$ cat src/design/rmd_pkg.sv
// ----------------------------------------------------------------------------
// rmd_pkg: shared types and constants for the RTP media depacketizer
// Result record, configuration record, result kinds, register indexes and
// the fixed header offsets of RTP and RFC 4175 packets.
// ----------------------------------------------------------------------------
package rmd_pkg;

	// result kinds
	localparam logic [1:0] KIND_VWRITE = 2'd0;
	localparam logic [1:0] KIND_ABYTE  = 2'd1;
	localparam logic [1:0] KIND_VDONE  = 2'd2;
	localparam logic [1:0] KIND_ADONE  = 2'd3;

	// configuration register indexes
	localparam logic [1:0] CFG_AUDIO_MODE   = 2'd0;
	localparam logic [1:0] CFG_FRAME_HEIGHT = 2'd1;
	localparam logic [1:0] CFG_LINE_STRIDE  = 2'd2;

	// register reset values
	localparam logic [14:0] RESET_HEIGHT = 15'd1080;
	localparam logic [15:0] RESET_STRIDE = 16'd7680;

	// header layout: RTP fixed header, then RFC 4175 segment header
	localparam logic [15:0] RTP_HDR     = 16'd12;
	localparam logic [15:0] VID_HDR     = 16'd20;
	localparam logic [15:0] POS_MARKER  = 16'd1;
	localparam logic [15:0] POS_TS_FIRST = 16'd4;
	localparam logic [15:0] POS_TS_LAST = 16'd7;
	localparam logic [15:0] POS_LEN_HI  = 16'd14;
	localparam logic [15:0] POS_LEN_LO  = 16'd15;
	localparam logic [15:0] POS_LINE_HI = 16'd16;
	localparam logic [15:0] POS_LINE_LO = 16'd17;
	localparam logic [15:0] POS_OFF_HI  = 16'd18;
	localparam logic [15:0] POS_OFF_LO  = 16'd19;
	localparam int          MARKER_BIT  = 7;

	// divide by six through reciprocal multiply
	localparam logic [16:0] RECIP6_16 = 17'h0AAAB;  // x/6 = (x*RECIP6_16) >> 18
	localparam int          SHIFT6_16 = 18;
	localparam logic [31:0] RECIP6_31 = 32'hAAAAAAAB; // x/6 = (x*RECIP6_31) >> 34
	localparam int          SHIFT6_31 = 34;

	// result queue
	localparam int QDEPTH = 4;

	typedef struct packed {
		logic        audio_mode;
		logic [14:0] frame_height;
		logic [15:0] line_stride;
	} cfg_t;

	typedef struct packed {
		logic [1:0]  kind;
		logic [30:0] address;
		logic [7:0]  payload_byte;
		logic [7:0]  frame_number;
		logic [31:0] timestamp;
		logic [13:0] sample_count;
		logic        last_of_run;
	} result_t;

	// up to two results from one request
	typedef struct packed {
		logic [1:0] n;
		result_t    r0;
		result_t    r1;
	} push_t;

endpackage

$ cat src/design/rtp_media_depacketizer.sv
// ----------------------------------------------------------------------------
// rtp_media_depacketizer: RTP video / audio depacketizer
// Turns RTP packet bytes into frame buffer writes (RFC 4175 video) or
// whole 24-bit stereo samples (audio), with completion results.
//
//   channel | direction | handshake              | content
//   s_axis  | in        | tvalid/tready          | one packet byte, length, tlast
//   m_axis  | out       | tvalid/tready          | one result, kind in tuser
//   cfg     | in        | cfg_we, no wait        | mode, frame height, line stride
//
// Each byte is registered, parsed and its results queued; a byte is
// accepted every cycle while the four-entry result queue has room for two.
// The final byte of a packet can yield two results, which leave the queue
// one at a time; each result passes the input register and the result queue.
// Reset clears all control and packet state at once; no clearing pass is needed.
// ----------------------------------------------------------------------------
module rtp_media_depacketizer (
	input  logic        clk,
	input  logic        arst_n,
	// configuration
	input  logic        cfg_we,
	input  logic [1:0]  cfg_index,
	input  logic [15:0] cfg_data,
	// packet bytes
	input  logic        s_axis_tvalid,
	output logic        s_axis_tready,
	input  logic [23:0] s_axis_tdata,  // [7:0] data_byte, [23:8] packet_bytes
	input  logic        s_axis_tlast,  // last_byte
	// results
	output logic        m_axis_tvalid,
	input  logic        m_axis_tready,
	// [30:0] address, [38:31] payload_byte, [46:39] frame_number,
	// [78:47] timestamp, [92:79] sample_count, [95:93] zero
	output logic [95:0] m_axis_tdata,
	output logic [1:0]  m_axis_tuser,  // kind
	output logic        m_axis_tlast   // last_of_run
);
	import rmd_pkg::*;

	cfg_t    cfg_q;
	push_t   push;
	logic    room;
	result_t out_res;
	logic [$clog2(QDEPTH+1)-1:0] level;

	// hold configuration registers
	always_ff @(posedge clk or negedge arst_n) begin
		if (!arst_n) begin
			cfg_q.audio_mode   <= 1'b0;
			cfg_q.frame_height <= RESET_HEIGHT;
			cfg_q.line_stride  <= RESET_STRIDE;
		end else if (cfg_we) begin
			unique case (cfg_index)
				CFG_AUDIO_MODE:   cfg_q.audio_mode   <= cfg_data[0];
				CFG_FRAME_HEIGHT: cfg_q.frame_height <= cfg_data[14:0];
				CFG_LINE_STRIDE:  cfg_q.line_stride  <= cfg_data;
				default: ;
			endcase
		end
	end

	rmd_parser u_parser (
		.clk      (clk),
		.arst_n   (arst_n),
		.cfg      (cfg_q),
		.in_valid (s_axis_tvalid),
		.in_ready (s_axis_tready),
		.in_data  (s_axis_tdata[7:0]),
		.in_plen  (s_axis_tdata[23:8]),
		.in_last  (s_axis_tlast),
		.room     (room),
		.push     (push)
	);

	rmd_out_q u_out_q (
		.clk       (clk),
		.arst_n    (arst_n),
		.push      (push),
		.room      (room),
		.out_valid (m_axis_tvalid),
		.out_ready (m_axis_tready),
		.out_res   (out_res),
		.level     (level)
	);

	// pack the result
	assign m_axis_tdata = {3'b000, out_res.sample_count, out_res.timestamp,
	                       out_res.frame_number, out_res.payload_byte, out_res.address};
	assign m_axis_tuser = out_res.kind;
	assign m_axis_tlast = out_res.last_of_run;

	// queue never overfills
	a_level_bound: assert property (@(posedge clk) disable iff (!arst_n)
		level <= ($clog2(QDEPTH+1))'(QDEPTH))
		else $error("result queue overflow");

	// a second result is always a completion and closes the run
	a_pair_second: assert property (@(posedge clk) disable iff (!arst_n)
		push.n == 2'd2 |-> push.r1.last_of_run && !push.r0.last_of_run &&
		(push.r1.kind == KIND_VDONE || push.r1.kind == KIND_ADONE))
		else $error("bad result pair");

	// a pair starts with a byte result
	a_pair_first: assert property (@(posedge clk) disable iff (!arst_n)
		push.n == 2'd2 |-> (push.r0.kind == KIND_VWRITE || push.r0.kind == KIND_ABYTE))
		else $error("pair without byte result");

endmodule

$ cat src/design/rmd_parser.sv
// ----------------------------------------------------------------------------
// rmd_parser: packet byte parser
// Input register, header capture, segment and sample decisions, and the
// one or two results that each byte causes.
// ----------------------------------------------------------------------------
module rmd_parser (
	input  logic          clk,
	input  logic          arst_n,
	input  rmd_pkg::cfg_t cfg,
	input  logic          in_valid,
	output logic          in_ready,
	input  logic [7:0]    in_data,
	input  logic [15:0]   in_plen,
	input  logic          in_last,
	input  logic          room,
	output rmd_pkg::push_t push
);
	import rmd_pkg::*;

	// input register
	logic        valid_s1;
	logic [7:0]  data_s1;
	logic [15:0] plen_s1;
	logic        last_s1;

	// packet state
	logic [15:0] pos_q;
	logic        marker_q;
	logic [31:0] ts_q;
	logic [15:0] len_q;
	logic [14:0] line_q;
	logic [14:0] off_q;
	logic [30:0] waddr_q;
	logic [15:0] btc_q;
	logic        pv_q;
	logic [7:0]  frame_q;

	// next values
	logic        adv;
	logic        marker_nx;
	logic [31:0] ts_nx;
	logic [15:0] len_nx;
	logic [14:0] line_nx;
	logic [14:0] off_nx;
	logic [30:0] waddr_mid;
	logic [15:0] btc_mid;
	logic        pv_mid;
	logic [30:0] waddr_nx;
	logic [15:0] btc_nx;
	logic        pv_nx;
	logic [15:0] pos_nx;
	logic [7:0]  frame_nx;

	// decision arithmetic
	logic [15:0] maxc;
	logic [15:0] copy;
	logic [30:0] line_prod;
	logic [31:0] vaddr_sum;
	logic [15:0] alen;
	logic [32:0] alen_prod;
	logic [13:0] samples;
	logic [62:0] q_prod;
	logic [13:0] done_samples;

	logic        emit;
	logic        complete;
	logic        done_emit;
	result_t     wres;
	result_t     dres;

	assign in_ready = !valid_s1 || room;
	assign adv      = valid_s1 && room;

	// load a new byte or drain the held one
	always_ff @(posedge clk or negedge arst_n) begin
		if (!arst_n) begin
			valid_s1 <= 1'b0;
		end else if (in_valid && in_ready) begin
			valid_s1 <= 1'b1;
		end else if (adv) begin
			valid_s1 <= 1'b0;
		end
	end

	always_ff @(posedge clk) begin
		if (in_valid && in_ready) begin
			data_s1 <= in_data;
			plen_s1 <= in_plen;
			last_s1 <= in_last;
		end
	end

	// header capture
	always_comb begin
		marker_nx = (pos_q == POS_MARKER) ? data_s1[MARKER_BIT] : marker_q;
		ts_nx     = (pos_q >= POS_TS_FIRST && pos_q <= POS_TS_LAST) ?
		            {ts_q[23:0], data_s1} : ts_q;
		len_nx    = len_q;
		line_nx   = line_q;
		off_nx    = off_q;
		if (pos_q == POS_LEN_HI)  len_nx  = {data_s1, 8'h00};
		if (pos_q == POS_LEN_LO)  len_nx  = {len_q[15:8], data_s1};
		if (pos_q == POS_LINE_HI) line_nx = {data_s1[6:0], 8'h00};
		if (pos_q == POS_LINE_LO) line_nx = {line_q[14:8], data_s1};
		if (pos_q == POS_OFF_HI)  off_nx  = {data_s1[6:0], 8'h00};
		if (pos_q == POS_OFF_LO)  off_nx  = {off_q[14:8], data_s1};
	end

	// segment decision: clamp to the line, drop lines past the frame
	always_comb begin
		maxc = (cfg.line_stride > {1'b0, off_nx}) ?
		       16'(cfg.line_stride - {1'b0, off_nx}) : 16'd0;
		copy = (len_nx < maxc) ? len_nx : maxc;
		if (line_nx >= cfg.frame_height) copy = 16'd0;
		line_prod = {16'd0, line_nx} * {15'd0, cfg.line_stride};
		vaddr_sum = {1'b0, line_prod} + {17'd0, off_nx};
	end

	// sample decision: whole six-byte samples only
	always_comb begin
		alen      = (plen_s1 >= RTP_HDR) ? 16'(plen_s1 - RTP_HDR) : 16'd0;
		alen_prod = {17'd0, alen} * {16'd0, RECIP6_16};
		samples   = alen_prod[SHIFT6_16 +: 14];
	end

	// per-byte work and results
	always_comb begin
		waddr_mid = waddr_q;
		btc_mid   = btc_q;
		pv_mid    = pv_q;
		emit      = 1'b0;
		if (!cfg.audio_mode) begin
			if (pos_q == VID_HDR - 16'd1) begin
				pv_mid    = ({1'b0, plen_s1} >= {1'b0, VID_HDR} + {1'b0, len_nx});
				waddr_mid = vaddr_sum[30:0];
				btc_mid   = copy;
			end else if (pos_q >= VID_HDR && pv_q && btc_q != 16'd0) begin
				emit      = 1'b1;
				waddr_mid = 31'(waddr_q + 31'd1);
				btc_mid   = 16'(btc_q - 16'd1);
			end
		end else begin
			if (pos_q == RTP_HDR - 16'd1) begin
				pv_mid    = (samples != 14'd0);
				btc_mid   = {samples, 2'b00} + {1'b0, samples, 1'b0};
				waddr_mid = 31'd0;
			end else if (pos_q >= RTP_HDR && pv_q && btc_q != 16'd0) begin
				emit      = 1'b1;
				waddr_mid = 31'(waddr_q + 31'd1);
				btc_mid   = 16'(btc_q - 16'd1);
			end
		end

		// completion only when the last flag lands on the declared length
		complete  = last_s1 && pv_mid && ({1'b0, pos_q} + 17'd1 == {1'b0, plen_s1});
		done_emit = complete && (cfg.audio_mode || marker_nx);

		q_prod       = {32'd0, waddr_mid} * {31'd0, RECIP6_31};
		done_samples = q_prod[SHIFT6_31 +: 14];

		wres.kind         = cfg.audio_mode ? KIND_ABYTE : KIND_VWRITE;
		wres.address      = waddr_q;
		wres.payload_byte = data_s1;
		wres.frame_number = frame_q;
		wres.timestamp    = ts_nx;
		wres.sample_count = 14'd0;
		wres.last_of_run  = !done_emit;

		dres.kind         = cfg.audio_mode ? KIND_ADONE : KIND_VDONE;
		dres.address      = 31'd0;
		dres.payload_byte = 8'd0;
		dres.frame_number = frame_q;
		dres.timestamp    = ts_nx;
		dres.sample_count = cfg.audio_mode ? done_samples : 14'd0;
		dres.last_of_run  = 1'b1;

		push.n  = adv ? (2'({1'b0, emit}) + 2'({1'b0, done_emit})) : 2'd0;
		push.r0 = emit ? wres : dres;
		push.r1 = dres;

		// end of packet clears the position, validity and byte count
		frame_nx = (done_emit && !cfg.audio_mode) ? 8'(frame_q + 8'd1) : frame_q;
		waddr_nx = waddr_mid;
		if (last_s1) begin
			pos_nx = 16'd0;
			pv_nx  = 1'b0;
			btc_nx = 16'd0;
		end else begin
			pos_nx = (pos_q != 16'hFFFF) ? 16'(pos_q + 16'd1) : pos_q;
			pv_nx  = pv_mid;
			btc_nx = btc_mid;
		end
	end

	// advance packet state
	always_ff @(posedge clk or negedge arst_n) begin
		if (!arst_n) begin
			pos_q    <= '0;
			marker_q <= 1'b0;
			ts_q     <= '0;
			len_q    <= '0;
			line_q   <= '0;
			off_q    <= '0;
			waddr_q  <= '0;
			btc_q    <= '0;
			pv_q     <= 1'b0;
			frame_q  <= '0;
		end else if (adv) begin
			pos_q    <= pos_nx;
			marker_q <= marker_nx;
			ts_q     <= ts_nx;
			len_q    <= len_nx;
			line_q   <= line_nx;
			off_q    <= off_nx;
			waddr_q  <= waddr_nx;
			btc_q    <= btc_nx;
			pv_q     <= pv_nx;
			frame_q  <= frame_nx;
		end
	end

endmodule

$ cat src/design/rmd_out_q.sv
// ----------------------------------------------------------------------------
// rmd_out_q: result queue
// Small queue that takes up to two results a cycle and hands out one.
// ----------------------------------------------------------------------------
module rmd_out_q (
	input  logic             clk,
	input  logic             arst_n,
	input  rmd_pkg::push_t   push,
	output logic             room,
	output logic             out_valid,
	input  logic             out_ready,
	output rmd_pkg::result_t out_res,
	output logic [$clog2(rmd_pkg::QDEPTH+1)-1:0] level
);
	import rmd_pkg::*;

	localparam int PTR_W = $clog2(QDEPTH);
	localparam int LVL_W = $clog2(QDEPTH + 1);

	result_t            mem [QDEPTH];
	logic [PTR_W-1:0]   wr_ptr_q;
	logic [PTR_W-1:0]   rd_ptr_q;
	logic [LVL_W-1:0]   level_q;
	logic               pop;

	assign out_valid = (level_q != '0);
	assign out_res   = mem[rd_ptr_q];
	assign pop       = out_valid && out_ready;
	assign room      = (level_q <= LVL_W'(QDEPTH - 2));
	assign level     = level_q;

	// store pushed results
	always_ff @(posedge clk) begin
		if (push.n != 2'd0) mem[wr_ptr_q] <= push.r0;
		if (push.n == 2'd2) mem[PTR_W'(wr_ptr_q + PTR_W'(1))] <= push.r1;
	end

	// advance pointers and fill level
	always_ff @(posedge clk or negedge arst_n) begin
		if (!arst_n) begin
			wr_ptr_q <= '0;
			rd_ptr_q <= '0;
			level_q  <= '0;
		end else begin
			wr_ptr_q <= PTR_W'(wr_ptr_q + PTR_W'(push.n));
			if (pop) rd_ptr_q <= PTR_W'(rd_ptr_q + PTR_W'(1));
			level_q <= LVL_W'(level_q + LVL_W'(push.n) - LVL_W'(pop));
		end
	end

endmodule

$ cat config.mk
export PLATFORM = sky130hd
export DESIGN_NAME = rtp_media_depacketizer
export DESIGN_NICKNAME = d
export VERILOG_FILES = /design/src/design/rmd_pkg.sv /design/src/design/rtp_media_depacketizer.sv /design/src/design/rmd_parser.sv /design/src/design/rmd_out_q.sv
export SDC_FILE = /design/constraint.sdc
export NUM_CORES = 2
export LEC_CHECK = 0
export BUFFER_PORTS_ARGS = -buffer_cell sky130_fd_sc_hd__buf_2
export CAP_MARGIN = 20
export CORE_MARGIN = 2
export CORE_UTILIZATION = 35
export CTS_CLUSTER_DIAMETER = 200
export DETAILED_ROUTE_END_ITERATION = 12
export PLACE_DENSITY = 0.47
export SLEW_MARGIN = 30
export SYNTH_ARGS = -nofsm -noshare
export SYNTH_HDL_FRONTEND = slang
export SYNTH_SLANG_ARGS = --single-unit
$ cat constraint.sdc
create_clock -name clk -period 16.25 [get_ports clk]
set_input_delay 2.4375 -clock clk [delete_from_list [all_inputs] [get_ports clk]]
set_output_delay 2.4375 -clock clk [all_outputs]
set_load 0.02 [all_outputs]
Word-level counts from Yosys, hierarchy flattened
Memory sizes are Yosys's and may differ from the RTL's.
Cells that the tools add are included.
Widths: inputs -> output; s select.
- register bits: 216
- bits in writable memories: 384
- output and inout port bits: 101
- word-level logic and storage cells: 140
- memories: 1
- memory list (name ; words ; width ; read ports ; clocked after Yosys merged registers in ; wr ports ; line ; source):
    u_out_q.mem ; 4 ; 96 ; 1 ; 0 ; 2 ; rmd_out_q.sv:20 ; result_t mem [QDEPTH];
- $add $sub $neg: 16
- multiply operators: 3
- magnitude comparators: 10
- equal/unequal tests: 14
- mux-type cells: 45
- reduce and logical (&&, ||, !) cells: 31
- operators by type and width (operator ; number):
    $mux 16 ; 14
    $mux 31 ; 5
    $mux 96 ; 1
    $eq 16x5->1 const B ; 4
    $mux 15 ; 4
    $eq 16x4->1 const B ; 3
    $mul 31x32->48 const B ; 1
    $ge 16x4->1 const B ; 2
    $mul 16x16->32 const B ; 1
    $mux 32 ; 1
    $add 31x1->31 const B ; 1
    $add 31x15->31 ; 1
    $mul 15x16->31 ; 1
    $mux 1 ; 18
    $add 16x1->17 const B ; 1
    $add 5x16->17 const A ; 1
    $eq 17x16->1 ; 1
    $ge 16x17->1 ; 1
    $add 16x1->16 const B ; 1
    $add 16x15->16 ; 1
    $eq 16x1->1 const B ; 1
    $ge 16x3->1 const B ; 1
    $ge 16x5->1 const B ; 1
    $gt 16x15->1 ; 1
    30 further kinds ; 52

Depth between registers and ports, before layout
- word-level depth: 15
- gate-level depth with buffers: 59

By module
From an unflattened synthesis, not the netlist that was laid out.
- cells, all modules: 5327
- area total of the unflattened synthesis: 57599.0 um2
- modules (own cells, without submodules) (module ; instances ; cells an instance ; area each (um2)):
    rmd_parser ; 1 ; 4280 ; 37348.3
    rmd_out_q ; 1 ; 974 ; 18908.1
    rtp_media_depacketizer ; 1 ; 73 ; 1342.5

Worst setup path after synthesis
Ideal clock, no wire load.
- path kind: flip-flop to flip-flop
- start: register u_parser.pos_q[7]
- end: memory u_out_q.mem[2][14] (netlist bit) (data pin)
- setup time: 0.265 ns
- arrival time: 14.179 ns
- data required time: 15.985 ns
- setup slack: 1.806 ns
- cell stages (with the launch flop): 54
- path buffers: 2
- cells stage by stage: dfrtp_1 -> clkbuf_1 -> nor4_1 -> nand2_1 -> nor4b_1 -> mux2_2 -> buf_1 -> nand2_1 -> fa_1 -> inv_1 -> fa_1 -> fa_1 -> fa_1 -> fa_1 -> inv_1 -> fa_1 -> inv_1 -> ha_1 -> [18 not listed] -> fa_1 -> fa_1 -> inv_1 -> fa_1 -> inv_1 -> fa_1 -> ha_1 -> nand3_1 -> nor4_1 -> a311o_1 -> a211oi_1 -> o221ai_1 -> a31oi_1 -> a21bo_2 -> a221oi_1 -> o21bai_1 -> xnor2_1 -> nor2_1
- RTL lines (element ; line ; source):
    from (decl) ; rmd_parser.sv:27 ; logic [15:0] pos_q;
    from (signal assigned) ; rmd_parser.sv:209 ; pos_q <= pos_nx;
    to (decl) ; rmd_out_q.sv:20 ;

==> impl.org <==
** Outcome
- The flow ran to the end, and the final reports show no timing, DRC or antenna violations.

** Die
- The die covers 0.1532 mm2.
- The initial utilization of the core area, before any placement, comes to 0.3515.
- The die is 391.4 um tall.
- Core Area :: 0.1494 mm2
- Row generation in the floorplan step produced 142 rows.
- From left edge to right edge, the die measures 391.4 um.
- Boundary pin count :: 149

** Run
- Max Cap Violations :: 0

** Synthesis
- Of all flip-flops after synthesis, the portion carrying an async set or reset was 0.3183.
- Syn Inst Count :: 5,161
- During synthesis, Yosys emitted a total of 0 warnings.
- Count of unique library cells instantiated by Yosys :: 85
- Number of register bits inferred by synthesis :: 600
- Number of flops mapped to enable cells by yosys :: 245
- Dominant register cell in the synthesized netlist :: sky130_fd_sc_hd__edfxtp_1
- The mapped netlist covers 0.05252 mm2.
- Dividing the synthesized area by the synthesized cell count gives 10.18 um2.
- Sequential share of the synthesized area :: 0.2938

** Layout
- Fill cells in the final layout number 14,870.
- After the last flow step, the layout net total stands at 6,297.
- Layout-stage area growth over the synthesis result :: 10.72%
- Multi-input gate area in the final layout :: 0.03318 mm2
- Leaving out fill and tap cells, the most frequent cell in the layout is sky130_fd_sc_hd__inv_1.
- Fraction of layout cells with a size suffix above 1 :: 0.1137
- Commonest non-fill, non-tap cells in the layout :: sky130_fd_sc_hd__inv_1, sky130_fd_sc_hd__ha_1, sky130_fd_sc_hd__fa_1
- In the final layout, flip-flops and latches occupy 0.01544 mm2.

** Clock network
- Counting every sink on the clock net gives 600.
- Buffers inserted during clock tree synthesis total 71.
- The H-tree was split into 3 levels.
- Clock slew seen by the registers of the worst setup and hold paths :: 0.06 ns
- Clock latency on the worst-skew pair, taken at its later pin, is 0.68 ns.
- CTS placed an instance of sky130_fd_sc_hd__clkbuf_16 at the clock tree root.
- TritonCTS built the clock tree.
- Counting along the longest clock path gives a buffer depth of 3.

** Place
- Detail Placement HPWL :: 118,200 um
- IO buf count :: 145
- The congestion estimate from routability-driven global placement came to 0.8777.

** STA
- The count of final max-slew check failures is 0.
- Final setup skew :: 0.02796 ns
- Static timing analysis puts the maximum clock frequency at 64.63 MHz.
- Setup-failing EPs final :: 0
- Sum Neg Setup Slack :: 0 ns
- For the pin with the worst max-slew slack, the measured transition is 1.078 ns.
- Fin crit period :: 15.47 ns
- Of the available clock period, the critical path in the final layout requires 0.9522.
- Hold Vio Cnt, Final :: 0
- RSZ-0062 raised after global routing :: no
- Worst slew margin :: 0.2750

** Critical path
- Setup slack on the worst flop-to-flop path :: 0.78 ns
- The startpoint identified for the worst register-to-register timing path is u_parser.pos_q[7]$_DFFE_PN0P_.
- STA classifies the critical path endpoint as a register.
- Register-to-Register Path Depth :: 57
- Crit path kind :: register to register
- Crit Reg-Reg Endpoint :: u_out_q.mem[3][14]$_DFFE_PP_
- For the worst setup path, the data arrival time is 15.87 ns.
- On the worst path, the slowest cell contributes a delay of 0.55 ns.
- Dominant cell type by count on the critical path :: sky130_fd_sc_hd__fa_1
- Termination of the worst setup path :: u_out_q.mem[3][14]$_DFFE_PP_
- STA puts the critical path data required time at 16.65 ns.
- Along the worst path, the maximum fanout reaches 11.
- The slowest stage of the critical path is the sky130_fd_sc_hd__fa_1 cell.
- Crit path launch type :: register
- In this run the worst setup path begins at u_parser.pos_q[7]$_DFFE_PN0P_.

** Global routing
- Global-route wire length before repair :: 238,400 um
- Entering global routing, the biggest net connects 80 pins.
- The via count of the first global-routing pass is 38,440.
- Global-route usage over all layers :: 0.2036
- Number of antenna violations at the first check in global routing :: 3
- Summed over all layers, the global routing overflow is 0.

** Route
- Violation count after the first detailed-route iteration :: 2,354
- Across all layers, the routed design uses 37,560 vias.
- Ratio of routed vias to standard cells :: 5.142
- The final layout contains routed wiring with a total length of 155,600 um.
- Count of unresolved DRC violations after routing :: 0
- Dividing the detail-routed wire length by the instance count gives 21.30 um.
- Once detail routing completed, the nets flagged for antenna violations numbered 0.
- DR pass1 iterations :: 5

** Worst hold path
- In this run the most critical hold path is launched from u_out_q.mem[2][0]$_SDFFE_PP1P_.
- The min-delay analysis places its worst path in the category register to register.
## worst max-delay path: cells and delay by family (launching register included)
| kind | cells | cell delay [ns] |
|---|---|---|
| DFF | 1 | 0.48 |
| adders and majority gates | 16 | 7.53 |
| buffers and inverters | 14 | 1.25 |
| xor gates and xnor gates | 1 | 0.22 |
| and+or+nand+nor | 10 | 1.51 |
| AOI/OAI and AO/OA | 16 | 4.16 |
## through the flow
stage | hold slack [ns] | area, um2 | instances | worst slack [ns] | utilization
2_1_floorplan | 0.4310 | 52520 | 5163 | 1.806 | -
3_3_place_gp | 0.4423 | 55570 | 7164 | 0.7803 | 0.3719
3_5_place_dp | 0.4558 | 55580 | 7164 | 0.6287 | 0.3720
4_1_cts | 0.4690 | 58010 | 7296 | 0.6211 | 0.3882
5_1_grt | 0.4855 | 58150 | 7304 | 0.01373 | 0.3891
6_report | 0.4647 | 58150 | 7305 | 0.7772 | 0.3892
## registers in the layout, summed over array words and instances (netlist names), 2 cells and up
name / cells
u_out_q.wr_ptr_q: 2
u_parser.off_q: 15
u_out_q.mem: 384
cfg_q: 32
u_out_q.level: 3
u_parser.len_q: 16
u_parser.waddr_q: 31
u_out_q.rd_ptr_q: 2
u_parser.plen_s1: 16
u_parser.line_q: 15
u_parser.frame_q: 8
u_parser.ts_q: 32
u_parser.pos_q: 16
u_parser.data_s1: 8
u_parser.btc_q: 16
## per-layer routing
layer	up-vias	GRT usage	wire, um
li1	17570	-	-
met1	19000	0.2931	73680
met2	854	0.3281	72140
met3	141	0.02540	6879
met4	4	0.04029	2842
met5	-	0	25
## Yosys cell counts, types with 24 or more instances
cell	n	area share
sky130_fd_sc_hd__dfxtp_1	164	0.063
sky130_fd_sc_hd__nand2_1	399	0.029
sky130_fd_sc_hd__mux2_2	82	0.018
sky130_fd_sc_hd__nor2_1	378	0.027
sky130_fd_sc_hd__a21oi_1	166	0.016
sky130_fd_sc_hd__clkbuf_1	213	0.015
sky130_fd_sc_hd__a21o_1	77	0.011
sky130_fd_sc_hd__inv_1	812	0.058
sky130_fd_sc_hd__buf_1	29	0.0021
sky130_fd_sc_hd__xor2_1	63	0.011
sky130_fd_sc_hd__o21ai_0	183	0.017
sky130_fd_sc_hd__xnor2_1	104	0.017
sky130_fd_sc_hd__mux2i_1	64	0.012
sky130_fd_sc_hd__or3_1	25	0.0030
sky130_fd_sc_hd__dfrtp_1	183	0.087
sky130_fd_sc_hd__fa_1	488	0.19
sky130_fd_sc_hd__a22o_1	172	0.029
sky130_fd_sc_hd__nand4_1	29	0.0035
sky130_fd_sc_hd__a31oi_1	24	0.0029
sky130_fd_sc_hd__mux4_2	96	0.041
sky130_fd_sc_hd__and2_1	135	0.016
sky130_fd_sc_hd__nor3_1	59	0.0056
sky130_fd_sc_hd__ha_1	532	0.13
sky130_fd_sc_hd__nand3_1	65	0.0062
sky130_fd_sc_hd__edfxtp_1	245	0.14
## cell type report
type	instances	area share
well taps	2016	0.04338
clock buffers	97	0.03471
repair buffers	243	0.02612
clock inverters	35	0.007058
diodes	1	0.00004303
flip-flops and latches	600	0.2655
multi-input cells	3500	0.5706
inverters	813	0.05255
## cells by family after synthesis
family,synth area share
XOR/XNOR,0.02816
multiplexers,0.07138
flip-flops,0.2938
AO/OA/AOI/OAI,0.1086
buffers and inverters,0.07672
other,0.00007141
AND/OR/NAND/NOR,0.1085
adder cells (fa/ha/maj),0.3128
## how the worst min path moves through the flow
stage                                                 end  slack, ns  depth (start not counted)
after global routing      u_out_q.mem[2][59]$_SDFFE_PP0P_       0.49                          1
after floorplan            u_out_q.mem[2][0]$_SDFFE_PP1P_       0.43                          1
after global placement     u_out_q.mem[1][0]$_SDFFE_PP1P_       0.44                          1
after detailed placement   u_out_q.mem[1][0]$_SDFFE_PP1P_       0.46                          1
after CTS                  u_out_q.mem[1][0]$_SDFFE_PP1P_       0.47                          1
final                      u_out_q.mem[2][0]$_SDFFE_PP1P_       0.46                          1
## timing repair
item / CTS / global route
gates resized for setup: 0 / 11
setup endpoints to repair: 0 / 40
hold buffers: 0 / 0
buffers inserted: 0 / 4
endpoints found under the hold margin: 0 / 0
Power is left out: the tool's default activity adds up to more than one toggle a clock period on the data nets, which glitch-free logic cannot reach.
